<file path="config.mk">
export PLATFORM = sky130hd
export DESIGN_NAME = bfdh_ctrl
export DESIGN_NICKNAME = d
export VERILOG_FILES = /design/src/design/bfdh_pkg.sv /design/src/design/bfdh_ctrl.sv
export SDC_FILE = /design/constraint.sdc
export NUM_CORES = 1
export LEC_CHECK = 0
export ABC_CLOCK_PERIOD_IN_PS = 3500
export BUFFER_PORTS_ARGS = -buffer_cell sky130_fd_sc_hd__buf_2
export CAP_MARGIN = 0
export CORE_AREA = 2 2 39 41
export CTS_BUF_LIST = sky130_fd_sc_hd__clkbuf_8
export DETAILED_ROUTE_END_ITERATION = 8
export DIE_AREA = 0 0 41 43
export PLACE_DENSITY_LB_ADDON = 0.3
export SLEW_MARGIN = 30
export SYNTH_ARGS = -nofsm -noshare
export SYNTH_HDL_FRONTEND = slang
export SYNTH_SLANG_ARGS = --single-unit
</file>
<file path="constraint.sdc">
create_clock -name i_clk -period 3.5 [get_ports i_clk]
set_input_delay 0.35 -clock i_clk [delete_from_list [all_inputs] [get_ports i_clk]]
set_output_delay 0.35 -clock i_clk [all_outputs]
set_load 0.01 [all_outputs]
</file>
<file path="src/design/bfdh_pkg.sv">
// ----------------------------------------------------------------------------
// bfdh_pkg
// Shared types and codes of the double-hashing Bloom filter unit.
// ----------------------------------------------------------------------------
package bfdh_pkg;

    // Fixed field widths
    localparam int HASH_W       = 64;
    localparam int MODE_W       = 2;
    localparam int NUM_BITS_W   = 17;
    localparam int NUM_HASHES_W = 5;
    localparam int COUNT_W      = 17;
    localparam int CFG_DATA_W   = 17;
    localparam int CFG_IDX_W    = 1;
    localparam int STEP_W       = 6;
    localparam int ROW_W        = 64;
    localparam int OFF_W        = 6;

    // Transaction modes
    localparam logic [MODE_W-1:0] MODE_ADD   = 2'd0;
    localparam logic [MODE_W-1:0] MODE_QUERY = 2'd1;
    localparam logic [MODE_W-1:0] MODE_CLEAR = 2'd2;
    localparam logic [MODE_W-1:0] MODE_COUNT = 2'd3;

    // Configuration register indexes
    localparam logic [CFG_IDX_W-1:0] CFG_NUM_BITS   = 1'd0;
    localparam logic [CFG_IDX_W-1:0] CFG_NUM_HASHES = 1'd1;

    // Configuration reset values
    localparam logic [NUM_BITS_W-1:0]   NUM_BITS_RST   = 17'd65536;
    localparam logic [NUM_HASHES_W-1:0] NUM_HASHES_RST = 5'd4;

    // Last step of the bit-serial modulo
    localparam logic [STEP_W-1:0] STEP_LAST = 6'd63;

    // Commands from controller to datapath
    typedef struct packed {
        logic load;
        logic div_step;
        logic mem_read;
        logic mem_check;
        logic next_hash;
        logic clr_start;
        logic clr_write;
        logic out_load;
    } t_cmd;

    // Status from datapath to controller
    typedef struct packed {
        logic [MODE_W-1:0] mode;
        logic              k_zero;
        logic              div_last;
        logic              hash_last;
        logic              clr_last;
        logic              out_free;
    } t_stat;

endpackage

</file>
<file path="src/design/bfdh_ctrl.sv">
// ----------------------------------------------------------------------------
// bfdh_ctrl
// Sequencer of the filter: clearing pass, per-hash modulo, read-modify-write.
// ----------------------------------------------------------------------------
module bfdh_ctrl (
    input  logic             i_clk,
    input  logic             i_rst_n,
    input  logic             i_req_valid,
    output logic             o_req_ready,
    input  bfdh_pkg::t_stat  i_stat,
    output bfdh_pkg::t_cmd   o_cmd
);
    import bfdh_pkg::*;

    localparam logic [2:0] S_INIT     = 3'd0;
    localparam logic [2:0] S_IDLE     = 3'd1;
    localparam logic [2:0] S_DISPATCH = 3'd2;
    localparam logic [2:0] S_DIV      = 3'd3;
    localparam logic [2:0] S_READ     = 3'd4;
    localparam logic [2:0] S_CHECK    = 3'd5;
    localparam logic [2:0] S_CLEAR    = 3'd6;
    localparam logic [2:0] S_DONE     = 3'd7;

    logic [2:0] r_state;
    logic [2:0] n_state;

    // Decode state into commands and next state
    always_comb begin
        n_state     = r_state;
        o_cmd       = '0;
        o_req_ready = 1'b0;
        case (r_state)
            S_INIT: begin
                o_cmd.clr_write = 1'b1;
                if (i_stat.clr_last) n_state = S_IDLE;
            end
            S_IDLE: begin
                o_req_ready = 1'b1;
                if (i_req_valid) begin
                    o_cmd.load = 1'b1;
                    n_state    = S_DISPATCH;
                end
            end
            S_DISPATCH: begin
                case (i_stat.mode)
                    MODE_ADD, MODE_QUERY: begin
                        n_state = i_stat.k_zero ? S_DONE : S_DIV;
                    end
                    MODE_CLEAR: begin
                        o_cmd.clr_start = 1'b1;
                        n_state         = S_CLEAR;
                    end
                    default: n_state = S_DONE;
                endcase
            end
            S_DIV: begin
                o_cmd.div_step = 1'b1;
                if (i_stat.div_last) n_state = S_READ;
            end
            S_READ: begin
                o_cmd.mem_read = 1'b1;
                n_state        = S_CHECK;
            end
            S_CHECK: begin
                o_cmd.mem_check = 1'b1;
                o_cmd.next_hash = 1'b1;
                n_state         = i_stat.hash_last ? S_DONE : S_DIV;
            end
            S_CLEAR: begin
                o_cmd.clr_write = 1'b1;
                if (i_stat.clr_last) n_state = S_DONE;
            end
            S_DONE: begin
                if (i_stat.out_free) begin
                    o_cmd.out_load = 1'b1;
                    n_state        = S_IDLE;
                end
            end
            default: n_state = S_IDLE;
        endcase
    end

    // Advance state; reset starts the clearing pass
    always_ff @(posedge i_clk) begin
        if (!i_rst_n) begin
            r_state <= S_INIT;
        end else begin
            r_state <= n_state;
        end
    end

endmodule

</file>
==> flow_metrics.tcl, run 1 <==
set metrics [dict create \
    cts_root_buffer "clkbuf_8" \
    final.period_utilization_pct 47.1 \
    maxCapViolCount 0 \
    detailroute.via_count 328 \
    arrival_ps 1300 \
    wl_met1_um 333 \
    post_synth.cell_area_avg_um2 8.05 \
    grt_start_max_net_pins 17 \
    tritoncts "done" \
    result_of_the_run "complete, no violations" \
    p_leak_uw 0.000216 \
    r2r-end "r_state[1]" \
    rows 14 \
    tightest_slew_ps 446 \
    seq_power_share_pct 24.7 \
    max_slew_margin_pct 70.2 \
    peakVddDrop_v 0.000150 \
    r2r.worst_path.cells 4 \
    grt_overflow 0 \
    pin_count 19 \
    synth_warnings 0 \
    finalWeightedCongestion 0.666 \
    antenna_cells_inserted 0 \
    switching_power_as_a_share_of_total_power_pct 30.5 \
    pwr-share-comb_pct 30.6 \
    crit_path_end_kind "output pin" \
    internal_power_uw 149 \
    final_area_um2 437 \
    grt_first_pass_wirelength_um 1140 \
    max_freq_mhz 607 \
    cts_buffer_depth 2 \
    share_of_cells_above_drive_strength_1_pct 42.9 \
    drcViolationCount 0 \
    final_max_slew_viol_count 0 \
    wl_per_cell_um 10.5 \
    grt_use_total_pct 9.83 \
    met2_length_um 377 \
    h-tree-depth 1 \
    die_y_um 43 \
    grt_setup_unrepaired "false" \
    register_containing_the_most_flip_flops_in_the_final_layout "r_state" \
    area_delta_synth_final_pct 46.6 \
    worstPathRequired_ps 3150 \
    largest_register_ff_count 3 \
    cts.sink_count 3 \
    rrSetupSlack_ps 1910 \
    die_width_um 41 \
    crit_type "flip-flop to output pin" \
    grt_pass1_vias 292 \
    r2r_start "r_state[0]" \
    wirelength_um 758 \
    flip_flop_and_latch_count_after_synthesis 3 \
    dieArea_um2 1760 \
    final.min_clock_period_ps 1650 \
    placement.cell_area_um2 392 \
    syn_inst 37 \
    start_util_pct 21.5 \
    timing.hold.worst.class "input pin to flip-flop" \
    top_regs "r_state (3)" \
    post_cts.resized_instances 0 \
    tns_ps 0 \
    worst_clock_skew_ps 0.0735 \
    antenna_left 0 \
    crit_path_max_fanout 11 \
    syn-cell-area_um2 298 \
    post_synth_num_cell_types 25 \
    highest_layer "met3" \
    numCtsBuffers 3 \
    n_fill_cell 165 \
    drt_first_iter_violations 4 \
    p_switching_uw 65.3 \
    route.detailed.vias_per_inst 4.56 \
    postSynthNetCount 47 \
    clkLatencyLatePin_ps 210 \
    setup_viol 0 \
    post-cts-setup-buffers 0 \
    hold_violations 0 \
    io_buffer_count 18 \
    hold_path_depth 2 \
    yosysSeqAreaShare_pct 20.2 \
    postCtsHoldBufs 0 \
    hold_start "i_rst_n" \
    detailed_place_hpwl_um 564 \
    clkPwrFrac_pct 44.8 \
    cts.reportedPaths.clkPinSlew_ps 30 \
    route.met3.wl_um 47 \
    hold-path-endpoint "r_state[2]" \
    core_um2 1380 \
    critPathLaunchType "flip-flop" \
    nNetsFinal 67 \
    cellPowerDensity_nw_per_um2 491 \
    grt_antenna_before_repair 0 \
    detail_route.first_pass.iterations 3 \
]
[worst max path at each step]
stage	startpoint	endpoint	slack [ps]	cells past startpoint
after floorplan	r_state[2]	r_state[1]	2200	4
after global placement	r_state[0]	r_state[1]	1950	4
after detailed placement	r_state[0]	r_state[1]	1920	4
after CTS	r_state[1]	o_cmd[2]	1840	3
after global routing	r_state[0]	o_cmd[0]	1760	3
final	r_state[1]	o_cmd[2]	1850	3
[final cells by class]
| type | count | area (µm²) | share of cell area (%) |
|---|---|---|---|
| Multi-Input combinational cell | 29 | 214 | 49.0 |
| Timing Repair Buffer | 18 | 90.1 | 20.6 |
| Sequential cell | 3 | 60.1 | 13.8 |
| Clock buffer | 3 | 41.3 | 9.46 |
| Tap cell | 16 | 20.0 | 4.58 |
| Inverter | 2 | 7.51 | 1.72 |
| Clock inverter | 1 | 3.75 | 0.860 |
[logic make-up (layout without fill, tap and decap cells)]
family          after synthesis  in the layout  synth area share [%]
compound gates                8              8                  24.4
buf+inv                       5             24                  7.98
flops                         3              3                  20.2
simple gates                 20             20                  44.1
mux                           1              1                  3.36
[per-layer routing]
metal | global-route usage (%) | vias to the layer above
li1 | - | 172
met1 | 11.2 | 147
met2 | 14.1 | 9
met3 | 3.14 | 0
met4 | 8.00 | 0
met5 | 0 | -
[Yosys cell counts, drive strengths merged]
| cell | number | area [µm²] |
|---|---|---|
| and3b | 1 | 8.76 |
| a31oi | 1 | 6.26 |
| nor4 | 1 | 6.26 |
| and3 | 1 | 6.26 |
| o41ai | 1 | 8.76 |
| a221oi | 1 | 26.3 |
| o2111ai | 1 | 8.76 |
| and4b | 1 | 10.0 |
| nor2 | 5 | 18.8 |
| nor3 | 2 | 10.0 |
| a21oi | 3 | 15.0 |
| mux2i | 1 | 10.0 |
| nand2 | 2 | 7.51 |
| nor2b | 1 | 6.26 |
| dfxtp | 3 | 60.1 |
| buf | 2 | 12.5 |
| and2 | 2 | 12.5 |
| or2b | 1 | 7.51 |
| inv | 2 | 7.51 |
| nor4b | 1 | 15.0 |
| o21a | 1 | 7.51 |
| clkbuf | 1 | 3.75 |
| and2b | 1 | 10.0 |
| and4bb | 1 | 12.5 |
[per-stage QoR]
step	cells	util (%)	hold slack (ps)	setup slack (ps)	total power, µW
after floorplan	37	-	468	2200	99.6
after global placement	68	28.3	604	1950	119
after detailed placement	68	28.3	603	1920	119
after CTS	72	31.6	381	1840	220
after global routing	72	31.6	382	1760	231
final	72	31.6	386	1850	214
[critical path: stages (launching register included)]
cell,delay [ps]
dfxtp_1,510
and2b_4,250
and4b_1,190
buf_2,120
[layout by cell type, fill, tap and decap left out, drive strengths merged]
master    n
buf      18
nor2      5
inv       3
a21oi     3
clkbuf    3
dfxtp     3
and2      2
nand2     2
nor3      2
and2b     1
and4b     1
and3      1
mux2i     1
nor2b     1
and4bb    1
a221oi    1
a31oi     1
o41ai     1
nor4      1
or2b      1
nor4b     1
o21a      1
o2111ai   1
and3b     1
[power by group through the flow]
stage | combinational, µW | sequential [µW] | clock [µW]
after floorplan | 55.6 | 43.9 | 0
after global placement | 65.6 | 53.6 | 0
after detailed placement | 65.7 | 53.3 | 0
after CTS | 66.2 | 52.9 | 101
after global routing | 72.6 | 54.8 | 104
final | 65.6 | 52.9 | 96.0
(Power assumes the default switching activity.)
==> run 2: changes to the inputs <==
--- a/config.mk
+++ b/config.mk
@@ -5,7 +5,7 @@
 export SDC_FILE = /design/constraint.sdc
 export NUM_CORES = 1
 export LEC_CHECK = 0
-export ABC_CLOCK_PERIOD_IN_PS = 3500
+export ABC_CLOCK_PERIOD_IN_PS = 1690
 export BUFFER_PORTS_ARGS = -buffer_cell sky130_fd_sc_hd__buf_2
 export CAP_MARGIN = 0
 export CORE_AREA = 2 2 39 41
==> constraint.sdc (replaced) <==
create_clock -name i_clk -period 1.69 [get_ports i_clk]
set_input_delay 0.169 -clock i_clk [delete_from_list [all_inputs] [get_ports i_clk]]
set_output_delay 0.169 -clock i_clk [all_outputs]
set_load 0.01 [all_outputs]
==> run 2 against run 1 <==
  * Global-route usage rose by 0.81 points
  * Non-clock buffer count rose by 2
  * Wire length rose by 0.92%
  * Worst hold slack got worse by 180 ps
  * Combinational power rose by 140%
  * Utilization rose by 1.1 points
  * Cell area rose by 3.4%
  * Clock power rose by 110%
  * Highest routed layer unchanged
==> flow_metrics.tcl, run 2 (synthesis results as in run 1) <==
set metrics [dict create \
    io_buffer_count 18 \
    postCtsHoldBufs 0 \
    grt_start_max_net_pins 11 \
    cts.reportedPaths.clkPinSlew_ps 30 \
    largest_register_ff_count 3 \
    pin_count 19 \
    internal_power_uw 318 \
    grt_use_total_pct 10.6 \
    clkLatencyLatePin_ps 210 \
    arrival_ps 1590 \
    r2r-end "r_state[2]" \
    cts_buffer_depth 2 \
    final_max_slew_viol_count 0 \
    layout.cells.most_common_list "buf_2 (18), nor2_1 (5)" \
    cts.sink_count 3 \
    final.min_clock_period_ps 1430 \
    grt_first_pass_wirelength_um 1210 \
    cts_root_buffer "clkbuf_8" \
    place_ws_ps 258 \
    setup_ws_ps 262 \
    crit_path_max_fanout 10 \
    nNetsFinal 69 \
    register_containing_the_most_flip_flops_in_the_final_layout "r_state" \
    seq_power_share_pct 21.9 \
    grt_setup_unrepaired "false" \
    hold_start "i_rst_n" \
    hold-path-endpoint "r_state[2]" \
    report.power.total_uw 456 \
    switching_power_as_a_share_of_total_power_pct 30.3 \
    clkPwrFrac_pct 43.6 \
    finalWeightedCongestion 0.732 \
    worst_clock_skew_ps 1.58 \
    detail_route.first_pass.iterations 4 \
    r2r_start "r_state[0]" \
    p_leak_uw 0.000227 \
    area_delta_synth_final_pct 51.7 \
    dieArea_um2 1760 \
    grt_pass1_vias 327 \
    die_y_um 43 \
    dp.cells 70 \
    worstPathRequired_ps 1850 \
    wl_per_cell_um 10.3 \
    crit_path_end_kind "flip-flop" \
    critPathLaunchType "flip-flop" \
    antenna_cells_inserted 0 \
    wirelength_um 765 \
    maxCapViolCount 0 \
    tns_ps 0 \
    post_cts.resized_instances 0 \
    share_of_cells_above_drive_strength_1_pct 44.8 \
    rrSetupSlack_ps 260 \
    top_regs "r_state (3)" \
    route.detailed.vias_per_inst 4.66 \
    final_common_cell "buf_2" \
    rows 14 \
    r2r.worst_path.cells 4 \
    setup_viol 0 \
    pwr-share-comb_pct 34.5 \
    max_freq_mhz 700 \
    h-tree-depth 1 \
    cellPowerDensity_nw_per_um2 1010 \
    antenna_left 0 \
    peakVddDrop_v 0.000277 \
    grt_overflow 0 \
    detailroute.via_count 345 \
    timing.hold.worst.class "input pin to flip-flop" \
    hold_path_depth 2 \
    die_width_um 41 \
    result_of_the_run "complete, no violations" \
    detailed_place_hpwl_um 634 \
    hold_violations 0 \
    core_um2 1380 \
    tritoncts "done" \
    tightest_slew_ps 331 \
    crit_type "flip-flop to flip-flop" \
    final.period_utilization_pct 84.5 \
    drt_first_iter_violations 6 \
    start_util_pct 21.5 \
    post_layout_nonfiller_instances 74 \
    p_switching_uw 138 \
    drcViolationCount 0 \
    max_slew_margin_pct 77.8 \
    numCtsBuffers 3 \
    post-cts-setup-buffers 0 \
    grt_antenna_before_repair 0 \
]
## run 2: cell types whose count changed in the layout (fill, tap and decap cells not counted), sizes merged
cell / delta
buf: +2
## run 2: critical path, cell delays in order, from the launching register on
cell and delay (ps):
dfxtp_1 480, mux2i_1 170, a221oi_4 350, nor4b_2 250
o21a_1 130
## run 2: how the worst max path moves through the flow
stage          slack (ps)  startpoint         end  depth (start not counted)
2_1_floorplan         390  r_state[2]  r_state[1]                          4
3_3_place_gp          250  r_state[0]  r_state[1]                          4
3_5_place_dp          260  r_state[0]  r_state[1]                          4
4_1_cts               260  r_state[0]  r_state[2]                          4
5_1_grt               160  r_state[0]  r_state[1]                          4
6_report              260  r_state[0]  r_state[2]                          4
## run 2: routing by layer
| layer | wire [µm] | vias up | track usage (%) |
|---|---|---|---|
| met5 | 0 | - | 0 |
| met2 | 421 | 9 | 16.9 |
| li1 | - | 176 | - |
| met1 | 292 | 160 | 9.97 |
| met4 | 0 | 0 | 8.00 |
| met3 | 51 | 0 | 4.71 |
## run 2: final cells by class
type,instances,area (µm²)
clock inverters,1,3.75
repair buffers,20,105
flip-flops and latches,3,60.1
well taps,16,20.0
clock buffers,3,41.3
fillers,163,932
multi-input cells,29,214
inverters,2,7.51
## run 2: per-stage QoR
stage	hold slack [ps]	instance area, µm²	util [%]
3_3_place_gp	423	407	29.4
2_1_floorplan	287	298	-
5_1_grt	203	452	32.6
6_report	202	452	32.6
4_1_cts	204	452	32.6
3_5_place_dp	430	407	29.4
## run 2: power groups by stage
stage | sequential, µW | clock, µW | combinational, µW
floorplan | 91.0 | 0 | 115
global placement | 101 | 0 | 159
detailed placement | 101 | 0 | 158
CTS | 99.5 | 206 | 159
global route | 103 | 218 | 175
finish | 99.9 | 199 | 157
==> run 3: changes to the inputs <==
--- a/config.mk
+++ b/config.mk
@@ -5,7 +5,8 @@
 export SDC_FILE = /design/constraint.sdc
 export NUM_CORES = 1
 export LEC_CHECK = 0
-export ABC_CLOCK_PERIOD_IN_PS = 1690
+export ABC_AREA = 1
+export ABC_CLOCK_PERIOD_IN_PS = 1400
 export BUFFER_PORTS_ARGS = -buffer_cell sky130_fd_sc_hd__buf_2
 export CAP_MARGIN = 0
 export CORE_AREA = 2 2 39 41
==> constraint.sdc (replaced) <==
create_clock -name i_clk -period 1.4 [get_ports i_clk]
set_input_delay 0.14 -clock i_clk [delete_from_list [all_inputs] [get_ports i_clk]]
set_output_delay 0.14 -clock i_clk [all_outputs]
set_load 0.01 [all_outputs]
==> run 3 against run 2 <==
  * Power rose by 140%
  * Clock power is 26% higher
  * Count of clock-buffer cells in the layout unchanged
  * Via count grew 26%
  * Cell count rose by 34%
  * Die area is the same
  * Largest cell class unchanged
  * Sequential cell count unchanged
  * Worst hold slack got worse by 37 ps
  * Sequential share of layout area fell by 0.83 points
  * Sequential power rose by 110%
==> flow_metrics.tcl, run 3 <==
set metrics [dict create \
    route.detailed.vias_per_inst 4.37 \
    report.power.total_uw 1080 \
    synthMostInstantiatedCell "nand2_1" \
    tightest_slew_ps 262 \
    flip_flop_and_latch_count_after_synthesis 3 \
    r2r_start "r_state[2]" \
    numCtsBuffers 3 \
    synth-async-reset-ratio_pct 0 \
    area.sequential_um2 61.3 \
    wl_per_cell_um 8.90 \
    finalWeightedCongestion 0.752 \
    yosysTopAreaCell "dfxtp_1" \
    pin_count 19 \
    peakVddDrop_v 0.000592 \
    hold_violations 0 \
    wirelength_um 881 \
    grt_first_pass_wirelength_um 1300 \
    crit_type "flip-flop to output pin" \
    yosysSeqAreaShare_pct 17.6 \
    final_max_slew_viol_count 0 \
    antenna_cells_inserted 0 \
    drcViolationCount 0 \
    grt_setup_unrepaired "false" \
    grt_pass1_vias 346 \
    synth_common_cells "nand2_1 (15), inv_1 (11), nor2_1 (10), nand3_1 (5)" \
    final.hold.worst_slack_ps 165 \
    detail_route.first_pass.iterations 4 \
    crit_path_end_kind "output pin" \
    syn_inst 62 \
    cts.reportedPaths.clkPinSlew_ps 30 \
    layout.cells.most_common_list "buf_2 (18), nand2_1 (15), inv_1 (12), nor2_1 (10), nand3_1 (5)" \
    nNetsFinal 94 \
    start_util_pct 24.7 \
    io_buffer_count 18 \
    synth_warnings 0 \
    arrival_ps 1150 \
    dieArea_um2 1760 \
    cts.sink_count 3 \
    worst_clock_skew_ps 2.22 \
    hold-path-endpoint "r_state[2]" \
    drt_first_iter_violations 3 \
    max_slew_margin_pct 82.5 \
    tns_ps 0 \
    multi_input_area_um2 223 \
    hold_start "i_rst_n" \
    grt_start_max_net_pins 10 \
    p_leak_uw 0.000307 \
    timing.hold.worst.class "input pin to flip-flop" \
    die_y_um 43 \
    grt_overflow 0 \
    cellPowerDensity_nw_per_um2 2190 \
    top_regs "r_state (3)" \
    post_synth.cell_area_avg_um2 5.51 \
    final_common_cell "buf_2" \
    hold_path_depth 3 \
    antenna_left 0 \
    grt_antenna_before_repair 0 \
    rrSetupSlack_ps 180 \
    final.period_utilization_pct 91.9 \
    post_synth_num_cell_types 18 \
    n_fill_cell 161 \
    setup_viol 0 \
    crit_path_max_fanout 4 \
    cts_root_buffer "clkbuf_8" \
    maxCapViolCount 0 \
    postSynthNetCount 72 \
    register_containing_the_most_flip_flops_in_the_final_layout "r_state" \
    grt_use_total_pct 11.2 \
    synth_top_area_share_pct 17.6 \
    worstPathRequired_ps 1260 \
    detailed_place_hpwl_um 706 \
    final.min_clock_period_ps 1290 \
    result_of_the_run "complete, no violations" \
    detailroute.via_count 433 \
    syn-cell-area_um2 342 \
    area_delta_synth_final_pct 44.0 \
    core_um2 1380 \
    die_width_um 41 \
    r2r.worst_path.cells 6 \
    h-tree-depth 1 \
    cts_buffer_depth 2 \
    synth_flop_cell "dfxtp_1" \
    finish.utilization_pct 35.5 \
    synth_edf_count 0 \
    clkLatencyLatePin_ps 220 \
    tritoncts "done" \
    r2r-end "r_state[1]" \
    critPathLaunchType "flip-flop" \
    postCtsHoldBufs 0 \
    max_freq_mhz 777 \
    post_synth_main_area_contributors "dfxtp_1 (18%), nand2_1 (16%), inv_1 (12%)" \
    largest_register_ff_count 3 \
    share_of_cells_above_drive_strength_1_pct 37.3 \
    rows 14 \
]
-- run 3: changes by cell type after synthesis, moves of 2 or more --
cell     delta
and2_1      -2
nor2_2      +2
inv_1       +9
nand2_1    +13
nor2_1      +5
nand3_1     +5
-- run 3: cells by family (layout without fill, tap and decap cells) --
group / count (synthesis) / after routing / synth area share (%)
simple gates: 40 / 40 / 54.9
compound gates: 5 / 5 / 8.79
buf+inv: 14 / 35 / 18.7
flops: 3 / 3 / 17.6
-- run 3: worst max-delay path by stage --
stage	startpoint	end	slack (ps)	cells after the start
6_report	r_state[1]	o_cmd[1]	110	5
3_5_place_dp	r_state[2]	r_state[2]	120	6
3_3_place_gp	r_state[2]	r_state[1]	120	6
5_1_grt	r_state[0]	o_cmd[4]	20	3
2_1_floorplan	r_state[2]	o_cmd[4]	160	4
4_1_cts	r_state[2]	o_cmd[4]	30	3
-- run 3: repair_timing --
item,CTS,global route
endpoints found under the setup margin,2,2
cloned,0,0
resized for setup,1,1
setup buffers,0,0
-- run 3: critical path, stage by stage, from the launching register on --
cell     delay, ps
dfxtp_1        370
inv_1           80
nor2_2         150
nand2_1         70
nand2_1        100
buf_2          140
-- run 3: power breakdown --
part	total, µW	switching [µW]	internal (µW)
Combinational	618	379	238
Clock	250	63.0	187
Sequential	209	76.9	132
Total	1080	519	558
-- run 3: cell type report --
type,count,share of cell area [%]
sequential,3,12.5
inverter,12,9.16
tap,16,4.07
clock inverter,1,0.763
multi-input combinational,45,45.3
clock buffer,3,8.40
timing repair buffer,19,19.8
-- run 3: stage by stage --
step / cell area [µm²] / std cells / worst slack [ps]
floorplan: 342 / 62 / 163
global placement: 440 / 95 / 121
detailed placement: 440 / 95 / 121
CTS: 487 / 99 / 29.1
global route: 492 / 99 / 21.7
finish: 492 / 99 / 114
-- run 3: routing by layer --
metal  part of all wire, %  vias up  track usage, %
met5                     0        -               0
met4                   2.7        0            10.0
met3                   8.2        2            3.14
met2                    45       15            15.9
met1                    44      184            12.8
li1                      -      232               -
